--- config.mk ---
export PLATFORM = sky130hd
export DESIGN_NAME = quaternion_tilt_filter_unit
export DESIGN_NICKNAME = d
export VERILOG_FILES = /design/src/rtl/qtf_pkg.sv /design/src/rtl/quaternion_tilt_filter_unit.sv
export SDC_FILE = /design/constraint.sdc
export NUM_CORES = 2
export LEC_CHECK = 0
export BUFFER_PORTS_ARGS = -buffer_cell sky130_fd_sc_hd__buf_2
export CORE_MARGIN = 3
export CORE_UTILIZATION = 50
export DETAILED_ROUTE_END_ITERATION = 8
export PLACE_DENSITY = 0.72
export SYNTH_ARGS = -nofsm -noshare
export SYNTH_HDL_FRONTEND = slang
export SYNTH_SLANG_ARGS = --single-unit
export TNS_END_PERCENT = 100
--- constraint.sdc ---
create_clock -name clk -period 21.4 [get_ports clk]
set_input_delay 2.14 -clock clk [delete_from_list [all_inputs] [get_ports clk]]
set_output_delay 2.14 -clock clk [all_outputs]
set_load 0.02 [all_outputs]
--- src/rtl/qtf_pkg.sv ---
// qtf_pkg: constants, state type, angle table and roll shift for the quaternion tilt filter
// used by quaternion_tilt_filter_unit; depends on nothing else
`timescale 1ns / 1ps
`default_nettype none

package qtf_pkg;

  // cordic iteration count, range 8 to 24
  localparam int CORDIC_STEPS = 16;

  // angle scale: degrees times 128
  localparam int DEG180 = 23040;
  localparam int DEG360 = 46080;
  localparam logic signed [15:0] DEG90_Q7 = 16'sd11520;
  // cordic accumulator scale: degrees times 65536
  localparam logic signed [25:0] DEG90_Q16 = 26'sd5898240;

  localparam logic signed [39:0] ONE_Q28 = 40'sd268435456;
  localparam logic signed [17:0] RAD_SCALE = 18'sd73204;
  localparam logic [16:0] GAIN_RESET = 17'd6554;

  // iterative unit lengths
  localparam int MUL_SLOTS = 13;
  localparam int SQRT_STEPS = 31;
  localparam int DIV_STEPS = 46;
  localparam int FILT_SLOTS = 4;

  // product slots
  localparam int P_WX = 0;
  localparam int P_YZ = 1;
  localparam int P_XX = 2;
  localparam int P_YY = 3;
  localparam int P_WZ = 4;
  localparam int P_XY = 5;
  localparam int P_ZZ = 6;
  localparam int P_WY = 7;
  localparam int P_ZX = 8;
  localparam int P_WW = 9;
  localparam int P_SQ_HH = 10;
  localparam int P_SQ_HL = 11;
  localparam int P_SQ_LL = 12;

  // jobs of the shared units
  localparam logic [1:0] JOB_PITCH = 2'd0;
  localparam logic [1:0] JOB_YAW = 2'd1;
  localparam logic [1:0] JOB_ROLL = 2'd2;
  localparam logic [1:0] JOB_SWX = 2'd0;
  localparam logic [1:0] JOB_SWY = 2'd1;
  localparam logic [1:0] JOB_ASIN = 2'd0;
  localparam logic [1:0] JOB_NORM = 2'd1;

  typedef enum logic [12:0] {
    S_IDLE  = 13'b0000000000001,
    S_MUL   = 13'b0000000000010,
    S_CINIT = 13'b0000000000100,
    S_CORD  = 13'b0000000001000,
    S_CEND  = 13'b0000000010000,
    S_ASIN  = 13'b0000000100000,
    S_SQRT  = 13'b0000001000000,
    S_SWING = 13'b0000010000000,
    S_DINIT = 13'b0000100000000,
    S_DIV   = 13'b0001000000000,
    S_DEND  = 13'b0010000000000,
    S_FILT  = 13'b0100000000000,
    S_OUT   = 13'b1000000000000
  } state_t;

  // atan(2^-i) in degrees times 65536
  function automatic logic signed [25:0] atan_tab(input logic [4:0] i);
    logic signed [25:0] v;
    unique case (i)
      5'd0:  v = 26'sd2949120;
      5'd1:  v = 26'sd1740967;
      5'd2:  v = 26'sd919879;
      5'd3:  v = 26'sd466945;
      5'd4:  v = 26'sd234379;
      5'd5:  v = 26'sd117304;
      5'd6:  v = 26'sd58666;
      5'd7:  v = 26'sd29335;
      5'd8:  v = 26'sd14668;
      5'd9:  v = 26'sd7334;
      5'd10: v = 26'sd3667;
      5'd11: v = 26'sd1833;
      5'd12: v = 26'sd917;
      5'd13: v = 26'sd458;
      5'd14: v = 26'sd229;
      5'd15: v = 26'sd115;
      5'd16: v = 26'sd57;
      5'd17: v = 26'sd29;
      5'd18: v = 26'sd14;
      5'd19: v = 26'sd7;
      5'd20: v = 26'sd4;
      5'd21: v = 26'sd2;
      5'd22: v = 26'sd1;
      default: v = 26'sd0;
    endcase
    return v;
  endfunction

  // add 180 degrees for the upside-down mount, wrap above 180
  function automatic logic signed [15:0] roll_shift(input logic signed [15:0] a);
    logic signed [17:0] t;
    t = 18'(a) + 18'(DEG180);
    if (t > 18'(DEG180)) begin
      t = t - 18'(DEG360);
    end
    return 16'(t);
  endfunction

endpackage

`default_nettype wire

--- src/rtl/quaternion_tilt_filter_unit.sv ---
// quaternion_tilt_filter_unit: euler angles, pitch/roll low-pass and swing from one quaternion
// work per request: the shared cordic, up to two 31-step square roots and up to two 46-step
//   divides; saturated sine skips a root and the roll cordic, tiny twist a root and the divides
// throughput: one request at a time; the next is taken once the result is in the output register
// reset: synchronous active low; clears state, filter memory and output valid, gain to 6554
`timescale 1ns / 1ps
`default_nettype none

module quaternion_tilt_filter_unit (
  input  wire logic               clk,
  input  wire logic               rst_n,
  input  wire logic               in_valid,
  output logic                    in_stall,
  input  wire logic signed [15:0] in_quat_w,
  input  wire logic signed [15:0] in_quat_x,
  input  wire logic signed [15:0] in_quat_y,
  input  wire logic signed [15:0] in_quat_z,
  output logic                    out_valid,
  input  wire logic               out_stall,
  output logic signed [15:0]      out_pitch_deg,
  output logic signed [15:0]      out_roll_deg,
  output logic signed [15:0]      out_yaw_deg,
  output logic signed [15:0]      out_pitch_smoothed_deg,
  output logic signed [15:0]      out_roll_smoothed_deg,
  output logic signed [15:0]      out_pitch_smoothed_rad,
  output logic signed [15:0]      out_roll_smoothed_rad,
  output logic signed [15:0]      out_swing_w,
  output logic signed [15:0]      out_swing_x,
  output logic signed [15:0]      out_swing_y,
  output logic                    out_swing_degenerate,
  input  wire logic               cfg_valid,
  output logic                    cfg_ready,
  input  wire logic [16:0]        cfg_filter_gain
);

  qtf_pkg::state_t state_r, state_nxt;
  logic [5:0] cnt_r;
  logic [1:0] job_r;

  logic signed [15:0] qw_r, qx_r, qy_r, qz_r;
  logic signed [31:0] prod_r [0:9];
  logic [56:0] sq_r;

  logic signed [39:0] cx_r, cy_r;
  logic signed [25:0] acc_r;
  logic czero_r;
  logic signed [15:0] ax_r, ay_r, az_r;

  logic [61:0] sqv_r;
  logic [60:0] sqres_r;
  logic [60:0] sqbit_r;

  logic [29:0] rem_r;
  logic [45:0] dvd_r;
  logic dneg_r;

  logic signed [15:0] sw_r, sx_r, sy_r;
  logic degen_r;
  logic [16:0] gain_r;
  logic signed [15:0] sp_r, sr_r, prad_r, rrad_r;
  logic out_valid_r;

  // sine term of the y rotation
  logic signed [39:0] s_q;
  logic [39:0] s_abs;
  logic asin_hi, asin_lo;
  assign s_q = (40'(prod_r[qtf_pkg::P_WY]) - 40'(prod_r[qtf_pkg::P_ZX])) <<< 1;
  assign s_abs = s_q[39] ? 40'(-s_q) : 40'(s_q);
  assign asin_hi = s_q >= qtf_pkg::ONE_Q28;
  assign asin_lo = s_q <= -qtf_pkg::ONE_Q28;

  // twist norm squared
  logic signed [32:0] tw_sum;
  logic degen;
  assign tw_sum = 33'(prod_r[qtf_pkg::P_WW]) + 33'(prod_r[qtf_pkg::P_ZZ]);
  assign degen = tw_sum <= 33'sd2;

  // filter differences, wrapped once
  logic signed [16:0] dp_raw, dr_raw;
  logic signed [15:0] dp, dr;
  assign dp_raw = 17'(ax_r) - 17'(sp_r);
  assign dr_raw = 17'(ay_r) - 17'(sr_r);
  always_comb begin
    dp = 16'(dp_raw);
    if (dp_raw > 17'(qtf_pkg::DEG180)) dp = 16'(dp_raw - 17'(qtf_pkg::DEG360));
    else if (dp_raw < -17'(qtf_pkg::DEG180)) dp = 16'(dp_raw + 17'(qtf_pkg::DEG360));
    dr = 16'(dr_raw);
    if (dr_raw > 17'(qtf_pkg::DEG180)) dr = 16'(dr_raw - 17'(qtf_pkg::DEG360));
    else if (dr_raw < -17'(qtf_pkg::DEG180)) dr = 16'(dr_raw + 17'(qtf_pkg::DEG360));
  end

  // shared multiplier operand select
  logic signed [17:0] mul_a, mul_b;
  logic signed [35:0] mul_p;
  always_comb begin
    mul_a = '0;
    mul_b = '0;
    if (state_r == qtf_pkg::S_MUL) begin
      unique case (cnt_r)
        6'(qtf_pkg::P_WX): begin mul_a = 18'(qw_r); mul_b = 18'(qx_r); end
        6'(qtf_pkg::P_YZ): begin mul_a = 18'(qy_r); mul_b = 18'(qz_r); end
        6'(qtf_pkg::P_XX): begin mul_a = 18'(qx_r); mul_b = 18'(qx_r); end
        6'(qtf_pkg::P_YY): begin mul_a = 18'(qy_r); mul_b = 18'(qy_r); end
        6'(qtf_pkg::P_WZ): begin mul_a = 18'(qw_r); mul_b = 18'(qz_r); end
        6'(qtf_pkg::P_XY): begin mul_a = 18'(qx_r); mul_b = 18'(qy_r); end
        6'(qtf_pkg::P_ZZ): begin mul_a = 18'(qz_r); mul_b = 18'(qz_r); end
        6'(qtf_pkg::P_WY): begin mul_a = 18'(qw_r); mul_b = 18'(qy_r); end
        6'(qtf_pkg::P_ZX): begin mul_a = 18'(qz_r); mul_b = 18'(qx_r); end
        6'(qtf_pkg::P_WW): begin mul_a = 18'(qw_r); mul_b = 18'(qw_r); end
        6'(qtf_pkg::P_SQ_HH): begin
          mul_a = $signed({4'b0000, s_abs[27:14]});
          mul_b = $signed({4'b0000, s_abs[27:14]});
        end
        6'(qtf_pkg::P_SQ_HL): begin
          mul_a = $signed({4'b0000, s_abs[27:14]});
          mul_b = $signed({4'b0000, s_abs[13:0]});
        end
        6'(qtf_pkg::P_SQ_LL): begin
          mul_a = $signed({4'b0000, s_abs[13:0]});
          mul_b = $signed({4'b0000, s_abs[13:0]});
        end
        default: ;
      endcase
    end else if (state_r == qtf_pkg::S_FILT) begin
      unique case (cnt_r)
        6'd0: begin mul_a = $signed({1'b0, gain_r}); mul_b = 18'(dp); end
        6'd1: begin mul_a = $signed({1'b0, gain_r}); mul_b = 18'(dr); end
        6'd2: begin mul_a = 18'(sp_r); mul_b = qtf_pkg::RAD_SCALE; end
        6'd3: begin mul_a = 18'(sr_r); mul_b = qtf_pkg::RAD_SCALE; end
        default: ;
      endcase
    end
  end
  assign mul_p = mul_a * mul_b;

  // rounding of the product, filter step and wrap
  logic signed [35:0] fround;
  logic signed [19:0] fstep, fbase, fsum;
  logic signed [15:0] fwrap;
  assign fround = mul_p + 36'sd32768;
  assign fstep = $signed(fround[35:16]);
  assign fbase = (cnt_r == 6'd0) ? 20'(sp_r) : 20'(sr_r);
  assign fsum = fbase + fstep;
  always_comb begin
    fwrap = 16'(fsum);
    if (fsum > 20'(qtf_pkg::DEG180)) fwrap = 16'(fsum - 20'(qtf_pkg::DEG360));
    else if (fsum < -20'(qtf_pkg::DEG180)) fwrap = 16'(fsum + 20'(qtf_pkg::DEG360));
  end

  // cordic vector select and quadrant fold
  logic signed [39:0] cin_x, cin_y, cinit_x, cinit_y;
  logic signed [25:0] cinit_acc;
  always_comb begin
    unique case (job_r)
      qtf_pkg::JOB_PITCH: begin
        cin_y = (40'(prod_r[qtf_pkg::P_WX]) + 40'(prod_r[qtf_pkg::P_YZ])) <<< 1;
        cin_x = qtf_pkg::ONE_Q28 -
                ((40'(prod_r[qtf_pkg::P_XX]) + 40'(prod_r[qtf_pkg::P_YY])) <<< 1);
      end
      qtf_pkg::JOB_YAW: begin
        cin_y = (40'(prod_r[qtf_pkg::P_WZ]) + 40'(prod_r[qtf_pkg::P_XY])) <<< 1;
        cin_x = qtf_pkg::ONE_Q28 -
                ((40'(prod_r[qtf_pkg::P_YY]) + 40'(prod_r[qtf_pkg::P_ZZ])) <<< 1);
      end
      default: begin
        cin_y = s_q;
        cin_x = $signed({9'b0, sqres_r[30:0]});
      end
    endcase
    cinit_x = cin_x;
    cinit_y = cin_y;
    cinit_acc = '0;
    if (cin_x < 40'sd0) begin
      if (cin_y >= 40'sd0) begin
        cinit_x = cin_y;
        cinit_y = -cin_x;
        cinit_acc = qtf_pkg::DEG90_Q16;
      end else begin
        cinit_x = -cin_y;
        cinit_y = cin_x;
        cinit_acc = -qtf_pkg::DEG90_Q16;
      end
    end
  end

  // one cordic micro-rotation
  logic signed [39:0] cdx, cdy;
  logic signed [25:0] ctab;
  assign cdx = cy_r >>> cnt_r[4:0];
  assign cdy = cx_r >>> cnt_r[4:0];
  assign ctab = qtf_pkg::atan_tab(cnt_r[4:0]);

  // final angle rounding and clamp
  logic signed [25:0] arnd;
  logic signed [15:0] angle;
  always_comb begin
    arnd = (acc_r + 26'sd256) >>> 9;
    if (arnd > 26'(qtf_pkg::DEG180)) arnd = 26'(qtf_pkg::DEG180);
    else if (arnd < -26'(qtf_pkg::DEG180)) arnd = -26'(qtf_pkg::DEG180);
    angle = czero_r ? 16'sd0 : 16'(arnd);
  end

  // one square root step
  logic [61:0] sq_trial;
  logic sq_ge;
  assign sq_trial = 62'(sqres_r) + 62'(sqbit_r);
  assign sq_ge = sqv_r >= sq_trial;

  // divide setup and one restoring step
  logic [30:0] m_val;
  logic signed [32:0] dnum;
  logic [31:0] dmag;
  logic [30:0] dtrial;
  logic dge;
  logic [17:0] sw_raw;
  assign m_val = sqres_r[30:0];
  assign dnum = (job_r == qtf_pkg::JOB_SWX)
              ? 33'(prod_r[qtf_pkg::P_WX]) + 33'(prod_r[qtf_pkg::P_YZ])
              : 33'(prod_r[qtf_pkg::P_WY]) - 33'(prod_r[qtf_pkg::P_ZX]);
  assign dmag = dnum[32] ? 32'(-dnum) : 32'(dnum);
  assign dtrial = {rem_r, dvd_r[45]};
  assign dge = dtrial >= m_val;
  assign sw_raw = 18'((32'(m_val) + 32'd8192) >> 14);

  // saturated signed quotient
  logic signed [15:0] qsat;
  always_comb begin
    if (dneg_r) begin
      qsat = (dvd_r > 46'd32768) ? -16'sd32768 : 16'(-$signed({1'b0, dvd_r}));
    end else begin
      qsat = (dvd_r > 46'd32767) ? 16'sd32767 : $signed(dvd_r[15:0]);
    end
  end

  // sequencer
  always_comb begin
    state_nxt = state_r;
    unique case (state_r)
      qtf_pkg::S_IDLE:  if (in_valid) state_nxt = qtf_pkg::S_MUL;
      qtf_pkg::S_MUL:   if (cnt_r == 6'(qtf_pkg::MUL_SLOTS - 1)) state_nxt = qtf_pkg::S_CINIT;
      qtf_pkg::S_CINIT: state_nxt = qtf_pkg::S_CORD;
      qtf_pkg::S_CORD:  if (cnt_r == 6'(qtf_pkg::CORDIC_STEPS - 1)) state_nxt = qtf_pkg::S_CEND;
      qtf_pkg::S_CEND: begin
        priority case (job_r)
          qtf_pkg::JOB_PITCH: state_nxt = qtf_pkg::S_CINIT;
          qtf_pkg::JOB_YAW:   state_nxt = qtf_pkg::S_ASIN;
          default:            state_nxt = qtf_pkg::S_SWING;
        endcase
      end
      qtf_pkg::S_ASIN:  state_nxt = (asin_hi || asin_lo) ? qtf_pkg::S_SWING : qtf_pkg::S_SQRT;
      qtf_pkg::S_SQRT: begin
        if (cnt_r == 6'(qtf_pkg::SQRT_STEPS - 1)) begin
          state_nxt = (job_r == qtf_pkg::JOB_ASIN) ? qtf_pkg::S_CINIT : qtf_pkg::S_DINIT;
        end
      end
      qtf_pkg::S_SWING: state_nxt = degen ? qtf_pkg::S_FILT : qtf_pkg::S_SQRT;
      qtf_pkg::S_DINIT: state_nxt = qtf_pkg::S_DIV;
      qtf_pkg::S_DIV:   if (cnt_r == 6'(qtf_pkg::DIV_STEPS - 1)) state_nxt = qtf_pkg::S_DEND;
      qtf_pkg::S_DEND:  state_nxt = (job_r == qtf_pkg::JOB_SWX) ? qtf_pkg::S_DINIT
                                                                 : qtf_pkg::S_FILT;
      qtf_pkg::S_FILT:  if (cnt_r == 6'(qtf_pkg::FILT_SLOTS - 1)) state_nxt = qtf_pkg::S_OUT;
      qtf_pkg::S_OUT:   if (!out_valid_r || !out_stall) state_nxt = qtf_pkg::S_IDLE;
      default:          state_nxt = qtf_pkg::S_IDLE;
    endcase
  end

  // control state, filter memory, gain and output valid
  always_ff @(posedge clk) begin
    if (!rst_n) begin
      state_r <= qtf_pkg::S_IDLE;
      out_valid_r <= 1'b0;
      gain_r <= qtf_pkg::GAIN_RESET;
      sp_r <= '0;
      sr_r <= '0;
      cnt_r <= '0;
      job_r <= '0;
    end else begin
      state_r <= state_nxt;
      if (cfg_valid) gain_r <= cfg_filter_gain;
      if (state_r == qtf_pkg::S_FILT && cnt_r == 6'd0) sp_r <= fwrap;
      if (state_r == qtf_pkg::S_FILT && cnt_r == 6'd1) sr_r <= fwrap;
      if (state_r == qtf_pkg::S_OUT && (!out_valid_r || !out_stall)) begin
        out_valid_r <= 1'b1;
      end else if (!out_stall) begin
        out_valid_r <= 1'b0;
      end
      // step counter restarts on every state change
      if (state_nxt != state_r) cnt_r <= '0;
      else cnt_r <= cnt_r + 6'd1;
      // job tags of the shared units
      priority if (state_r == qtf_pkg::S_MUL) begin
        job_r <= qtf_pkg::JOB_PITCH;
      end else if (state_r == qtf_pkg::S_CEND && job_r == qtf_pkg::JOB_PITCH) begin
        job_r <= qtf_pkg::JOB_YAW;
      end else if (state_r == qtf_pkg::S_ASIN) begin
        job_r <= qtf_pkg::JOB_ASIN;
      end else if (state_r == qtf_pkg::S_SQRT && state_nxt == qtf_pkg::S_CINIT) begin
        job_r <= qtf_pkg::JOB_ROLL;
      end else if (state_r == qtf_pkg::S_SWING) begin
        job_r <= qtf_pkg::JOB_NORM;
      end else if (state_r == qtf_pkg::S_SQRT && state_nxt == qtf_pkg::S_DINIT) begin
        job_r <= qtf_pkg::JOB_SWX;
      end else if (state_r == qtf_pkg::S_DEND) begin
        job_r <= qtf_pkg::JOB_SWY;
      end else begin
        job_r <= job_r;
      end
    end
  end

  // datapath
  always_ff @(posedge clk) begin
    unique case (state_r)
      qtf_pkg::S_IDLE: begin
        qw_r <= in_quat_w;
        qx_r <= in_quat_x;
        qy_r <= in_quat_y;
        qz_r <= in_quat_z;
      end
      qtf_pkg::S_MUL: begin
        if (cnt_r < 6'(qtf_pkg::P_SQ_HH)) begin
          prod_r[cnt_r[3:0]] <= mul_p[31:0];
        end else if (cnt_r == 6'(qtf_pkg::P_SQ_HH)) begin
          sq_r <= {1'b0, mul_p[27:0], 28'b0};
        end else if (cnt_r == 6'(qtf_pkg::P_SQ_HL)) begin
          sq_r <= sq_r + {13'b0, mul_p[28:0], 15'b0};
        end else begin
          sq_r <= sq_r + 57'(mul_p[27:0]);
        end
      end
      qtf_pkg::S_CINIT: begin
        cx_r <= cinit_x;
        cy_r <= cinit_y;
        acc_r <= cinit_acc;
        czero_r <= (cin_x == 40'sd0) && (cin_y == 40'sd0);
      end
      qtf_pkg::S_CORD: begin
        if (cy_r > 40'sd0) begin
          cx_r <= cx_r + cdx;
          cy_r <= cy_r - cdy;
          acc_r <= acc_r + ctab;
        end else begin
          cx_r <= cx_r - cdx;
          cy_r <= cy_r + cdy;
          acc_r <= acc_r - ctab;
        end
      end
      qtf_pkg::S_CEND: begin
        priority case (job_r)
          qtf_pkg::JOB_PITCH: ax_r <= angle;
          qtf_pkg::JOB_YAW:   az_r <= angle;
          default:            ay_r <= qtf_pkg::roll_shift(angle);
        endcase
      end
      qtf_pkg::S_ASIN: begin
        // sine term at magnitude one holds the angle at plus or minus 90 before the roll shift
        if (asin_hi) ay_r <= qtf_pkg::roll_shift(qtf_pkg::DEG90_Q7);
        else if (asin_lo) ay_r <= qtf_pkg::roll_shift(-qtf_pkg::DEG90_Q7);
        sqv_r <= 62'((57'd1 << 56) - sq_r);
        sqres_r <= '0;
        sqbit_r <= 61'd1 << 60;
      end
      qtf_pkg::S_SQRT: begin
        if (sq_ge) begin
          sqv_r <= sqv_r - sq_trial;
          sqres_r <= (sqres_r >> 1) + sqbit_r;
        end else begin
          sqres_r <= sqres_r >> 1;
        end
        sqbit_r <= sqbit_r >> 2;
      end
      qtf_pkg::S_SWING: begin
        degen_r <= degen;
        if (degen) begin
          sw_r <= 16'sd16384;
          sx_r <= '0;
          sy_r <= '0;
        end
        sqv_r <= {2'b00, tw_sum[31:0], 28'b0};
        sqres_r <= '0;
        sqbit_r <= 61'd1 << 60;
      end
      qtf_pkg::S_DINIT: begin
        if (job_r == qtf_pkg::JOB_SWX) begin
          sw_r <= (sw_raw > 18'd32767) ? 16'sd32767 : $signed(sw_raw[15:0]);
        end
        dneg_r <= dnum[32];
        dvd_r <= {dmag, 14'b0} + 46'(m_val >> 1);
        rem_r <= '0;
      end
      qtf_pkg::S_DIV: begin
        rem_r <= dge ? 30'(dtrial - m_val) : dtrial[29:0];
        dvd_r <= {dvd_r[44:0], dge};
      end
      qtf_pkg::S_DEND: begin
        if (job_r == qtf_pkg::JOB_SWX) sx_r <= qsat;
        else sy_r <= qsat;
      end
      qtf_pkg::S_FILT: begin
        if (cnt_r == 6'd2) prad_r <= $signed(fround[31:16]);
        if (cnt_r == 6'd3) rrad_r <= 16'(-$signed(fround[31:16]));
      end
      qtf_pkg::S_OUT: begin
        if (!out_valid_r || !out_stall) begin
          out_pitch_deg <= ax_r;
          out_roll_deg <= ay_r;
          out_yaw_deg <= az_r;
          out_pitch_smoothed_deg <= sp_r;
          out_roll_smoothed_deg <= sr_r;
          out_pitch_smoothed_rad <= prad_r;
          out_roll_smoothed_rad <= rrad_r;
          out_swing_w <= sw_r;
          out_swing_x <= sx_r;
          out_swing_y <= sy_r;
          out_swing_degenerate <= degen_r;
        end
      end
      default: ;
    endcase
  end

  assign in_stall = (state_r != qtf_pkg::S_IDLE);
  assign out_valid = out_valid_r;
  assign cfg_ready = 1'b1;

  // checks
  a_accept_starts: assert property (@(posedge clk) disable iff (!rst_n)
    (in_valid && !in_stall) |=> (state_r == qtf_pkg::S_MUL))
    else $error("accepted request did not start the product phase");

  a_smooth_range: assert property (@(posedge clk) disable iff (!rst_n)
    (sp_r <= 16'(qtf_pkg::DEG180)) && (sp_r >= -16'(qtf_pkg::DEG180)) &&
    (sr_r <= 16'(qtf_pkg::DEG180)) && (sr_r >= -16'(qtf_pkg::DEG180)))
    else $error("filtered angle left the wrap range");

  a_valid_source: assert property (@(posedge clk) disable iff (!rst_n)
    $rose(out_valid_r) |-> $past(state_r == qtf_pkg::S_OUT))
    else $error("result shown without passing the output state");

  a_cordic_bound: assert property (@(posedge clk) disable iff (!rst_n)
    (state_r == qtf_pkg::S_CORD) |-> (cnt_r < 6'(qtf_pkg::CORDIC_STEPS)))
    else $error("cordic step count overran");

endmodule

`default_nettype wire
==> flow_results.org <==
** Critical path
- STA classifies the critical path startpoint as a flop.
- The setup check on the worst reg-to-reg path leaves a slack of 3550 ps.
- For the worst setup path, the data required time is 22120 ps.
- The worst setup path is captured at a flop.
- By startpoint and endpoint, the worst setup path is classified as flop to flop.
- Most used cell along the critical path :: fa_1
- Delay of the slowest cell on the worst path :: slightly below 1000 ps
- Arrival time reported for the critical path endpoint :: 18570 ps
- Origin of the critical flop-to-flop path :: prod_r[8][0]$_DFFE_PP_
- R2r endpoint :: sr_r[13]$_SDFFE_PN0P_
- In this run the worst path has a maximum fanout of 8.
- Reg2Reg Depth :: 49
- For this design, the slowest cell found on the critical path is nor4b_1.

** Layout
- Register cell area after layout :: 34000 um^2
- Compared with the post-synthesis result, the final layout area differs by 9.17%.
- Final nets :: 12039
- After filler insertion, the fill cell instance count of the layout stands at between 15000 and 20000.
- In the final layout, the share of cells above drive strength 1 is 0.0907.
- Combined area of the multi-input logic cells :: ~62000 um^2

** Synth
- The cell area that synthesis handed to floorplanning was between 100000 and 150000 um^2.
- Counting instances in the post-synthesis netlist gives the leading cell types as 1146 x nand2_1, 1069 x edfxtp_1, 919 x nor2_1.
- Most used DFF post-synth :: edfxtp_1
- For this run, the register share of the synthesized area comes to 0.338.
- Top cells by area, synth :: edfxtp_1 32%, ha_1 8.4%, fa_1 6.9%
- By instance count, the leading cell after synthesis is nand2_1.
- Synthesis handed over a netlist of 10814 instances.
- Register bit count reported by yosys :: 1162
- The number of nets handed over by synthesis was roughly 12000.
- After synthesis, the mean cell area works out to ~9.3 um^2.
- Count of flip-flops with a built-in enable after synthesis :: 1069
- In this run, distinct cell masters in the synthesized netlist total roughly 130.
- Counting flops with an async set or reset pin after synthesis yields a share of 0.
- Proportion of netlist area held by the largest area contributor :: 0.319
- The largest total area in the synthesized netlist belongs to edfxtp_1.
- Number of warning messages in the yosys log :: 0

** Power and ir drop
- Net switching power :: about 2.8 mW
- Switching power share of the total :: 0.358
- Sequential fraction of design power :: 0.345
- Internal power :: 4.95 mW
- Clock network power share :: 0.327
- Largest vdd supply drop :: 0.0857 mV
- Summed over all cells, the static leakage comes to between 40 and 50 nW.
- PwrDens :: 70.2 nW/um^2
- Relative contribution of combinational cells to total power :: 0.329

** Floorplanning
- In this run the count of I/O pins placed on the die edge is 250.
- The core region is 199000 um^2.
- Die boundary width :: 454 um
- Height of the chip :: 454 um
- Initial cell density of the core :: 0.506
- Floorplan die area :: 206000 um^2
- Site Rows :: 163

** Global route
- Maximum number of pins on one net before global-route repair :: around 160
- Initial antenna violation count :: 15
- The via count of the first global-routing pass came to around 83000.
- The first global-routing pass estimated 521000 um of wire.
- For this run, the total global-route usage over all layers was measured as 0.331.
- The total overflow left after global routing is 0.

** Clocking
- Source-to-sink clock delay at the later pin of the worst-skew pair :: 830 ps
- Largest buffer count on any clock path :: 3
- Clock tree from TritonCTS :: done
- The clock drives 1162 sinks.
- Clock-pin slew was measured on the worst setup and hold paths at 70 ps.
- # resized after CTS :: 0
- The tree is rooted in a clkbuf_16.
- Setup fix buffers added after clock tree synthesis :: 0
- CTS H-tree lvls :: 4
- After clock tree synthesis, the flow added hold-fix buffers numbering 0.
- Inserted Clock Buffers :: 139

** Timing
- The max-slew violation count is 10.
- The worst pin sits at a relative slew slack of -0.0220.
- Setup repair after global routing left no endpoint under its margin.
- After routing, the total negative slack on setup checks comes to 0 ps.
- Dividing the final minimum period by the clock period gives 0.834.
- The number of endpoints with negative hold slack in the final report is 0.
- Clock tree skew after final layout :: 59.0 ps
- Setup violations remaining at the end of the flow were counted as 0.
- Final worst path period need :: 17850 ps
- Slew at the pin closest to its max-slew limit :: roughly 1500 ps
- Hold is met by roughly 420 ps.
- Highest attainable clock frequency :: roughly 56 MHz

** Detailed routing
- Dividing the detail-routed via count by the number of cells gives 6.40.
- After detailed routing, the met2 layer carries 150000 um of wire.
- DRT met1 WL :: 146000 um
- Wire length after detailed routing :: 350000 um
- Once detail routing completed, the nets flagged for antenna violations numbered 0.
- Mean routed wirelength per cell :: 25.5 um
- In the routed design, unresolved DRC markers number 0.
- Via count of the routed design :: 87713
- Detailed Route Iter0 Violations :: roughly 11000
- First-pass detailed-route iteration total :: 7
- The highest layer touched by signal routing is met5.
- Met3 WL :: 36700 um

** Outcome
- The final reports fail on max-capacitance violations, max-slew violations.
- The run finished, with violations left.

** Placed design
- Input/output buffers :: 248
- Global placement routability congestion :: ~1.0
- Detailed placement ended at an HPWL of 268000 um.

** Job
- The tool flagged a number of max-cap violations equal to 1.

** Min path
- Hold crit path type :: flop to flop
- Min-delay src :: sw_r[10]$_SDFFCE_PN0P_
- The path with the worst hold slack has its endpoint at out_swing_w[10]$_DFFE_PP_.
- Hold Path Cell Cnt :: 0
routing by layer:
layer	vias up	GRT usage
met2	4770	0.492
li1	39604	-
met5	-	0
met1	42497	0.463
met4	6	0.146
met3	836	0.0716
flip-flops by register name (all words and copies together), names as in the netlist, 31 cells and up:
name	flops
sqres_r	61
prod_r	320
cx_r	40
cy_r	40
sqbit_r	31
dvd_r	46
sqv_r	62
sq_r	57
layout make-up:
type                    count  area share
repair buffers            414      0.0228
clock buffers             159      0.0335
diodes                     12    0.000274
inverters                 714      0.0244
well taps                2640      0.0301
flip-flops and latches   1162       0.310
clock inverters            97      0.0104
multi-input cells        8505       0.569
worst max-delay path, delay by kind of cell (launching register included):
kind,cells,cell delay [ps]
fa+ha+maj,10,4500
buf+inv,4,210
flops,1,370
compound gates,18,5670
xor+xnor,4,1900
simple gates,13,5120
stage by stage:
stage / total power [mW] / util / worst slack [ps] / instances / instance area (um^2)
final: 7.70 / 0.552 / 3550 / 13703 / 110000
after global routing: 8.01 / 0.552 / 2800 / 13692 / 110000
after global placement: 5.09 / 0.528 / 4050 / 13435 / 105000
after floorplan: 4.39 / - / 7660 / 10814 / 100000
after detailed placement: 5.14 / 0.528 / 4280 / 13435 / 105000
after CTS: 7.66 / 0.552 / 4180 / 13691 / 110000
power by group through the flow:
stage | clock (mW) | combinational, mW | sequential (mW)
finish | 2.52 | 2.53 | 2.65
global route | 2.64 | 2.71 | 2.66
CTS | 2.55 | 2.47 | 2.65
detailed placement | 0 | 2.44 | 2.70
global placement | 0 | 2.40 | 2.70
floorplan | 0 | 1.73 | 2.66
how the worst max path moves through the flow:
stage | from | to | slack, ps | cells after the start
3_5_place_dp | prod_r[8][0]$_DFFE_PP_ | sp_r[14]$_SDFFE_PN0P_ | 4280 | 49
5_1_grt | prod_r[8][0]$_DFFE_PP_ | sr_r[13]$_SDFFE_PN0P_ | 2800 | 49
4_1_cts | prod_r[8][0]$_DFFE_PP_ | sp_r[14]$_SDFFE_PN0P_ | 4180 | 49
2_1_floorplan | ax_r[0]$_DFFE_PP_ | sp_r[15]$_SDFFE_PN0P_ | 7660 | 58
6_report | prod_r[8][0]$_DFFE_PP_ | sr_r[13]$_SDFFE_PN0P_ | 3550 | 49
3_3_place_gp | prod_r[8][0]$_DFFE_PP_ | sr_r[15]$_SDFFE_PN0P_ | 4050 | 47
cell usage in the layout (no fill, tap or decap), types with 118 or more instances in the layout:
cell | netlist | layout
nand2_1 | 1146 | 1142
edfxtp_1 | 1069 | 1069
nor2_1 | 919 | 910
a21oi_1 | 748 | 745
inv_1 | 709 | 708
ha_1 | 671 | 671
o21ai_0 | 604 | 602
xnor2_1 | 538 | 534
xor2_1 | 358 | 356
fa_1 | 346 | 346
buf_2 | 37 | 248
nor3_1 | 235 | 232
nand3_1 | 221 | 221
a21o_1 | 215 | 215
buf_4 | 15 | 165
a31oi_1 | 144 | 144
clkbuf_16 | 0 | 143
and3_1 | 143 | 141
mux2i_1 | 135 | 135
o21a_1 | 125 | 125
nand2b_1 | 121 | 120
nor2b_1 | 120 | 118
cells by family after synthesis:
group,synth area share
compound gates,0.184
mux,0.0368
xor+xnor,0.0788
fa+ha+maj,0.152
flops,0.338
other cells,0.0000747
simple gates,0.166
buf+inv,0.0442
Power figures use the tool's default switching activity.
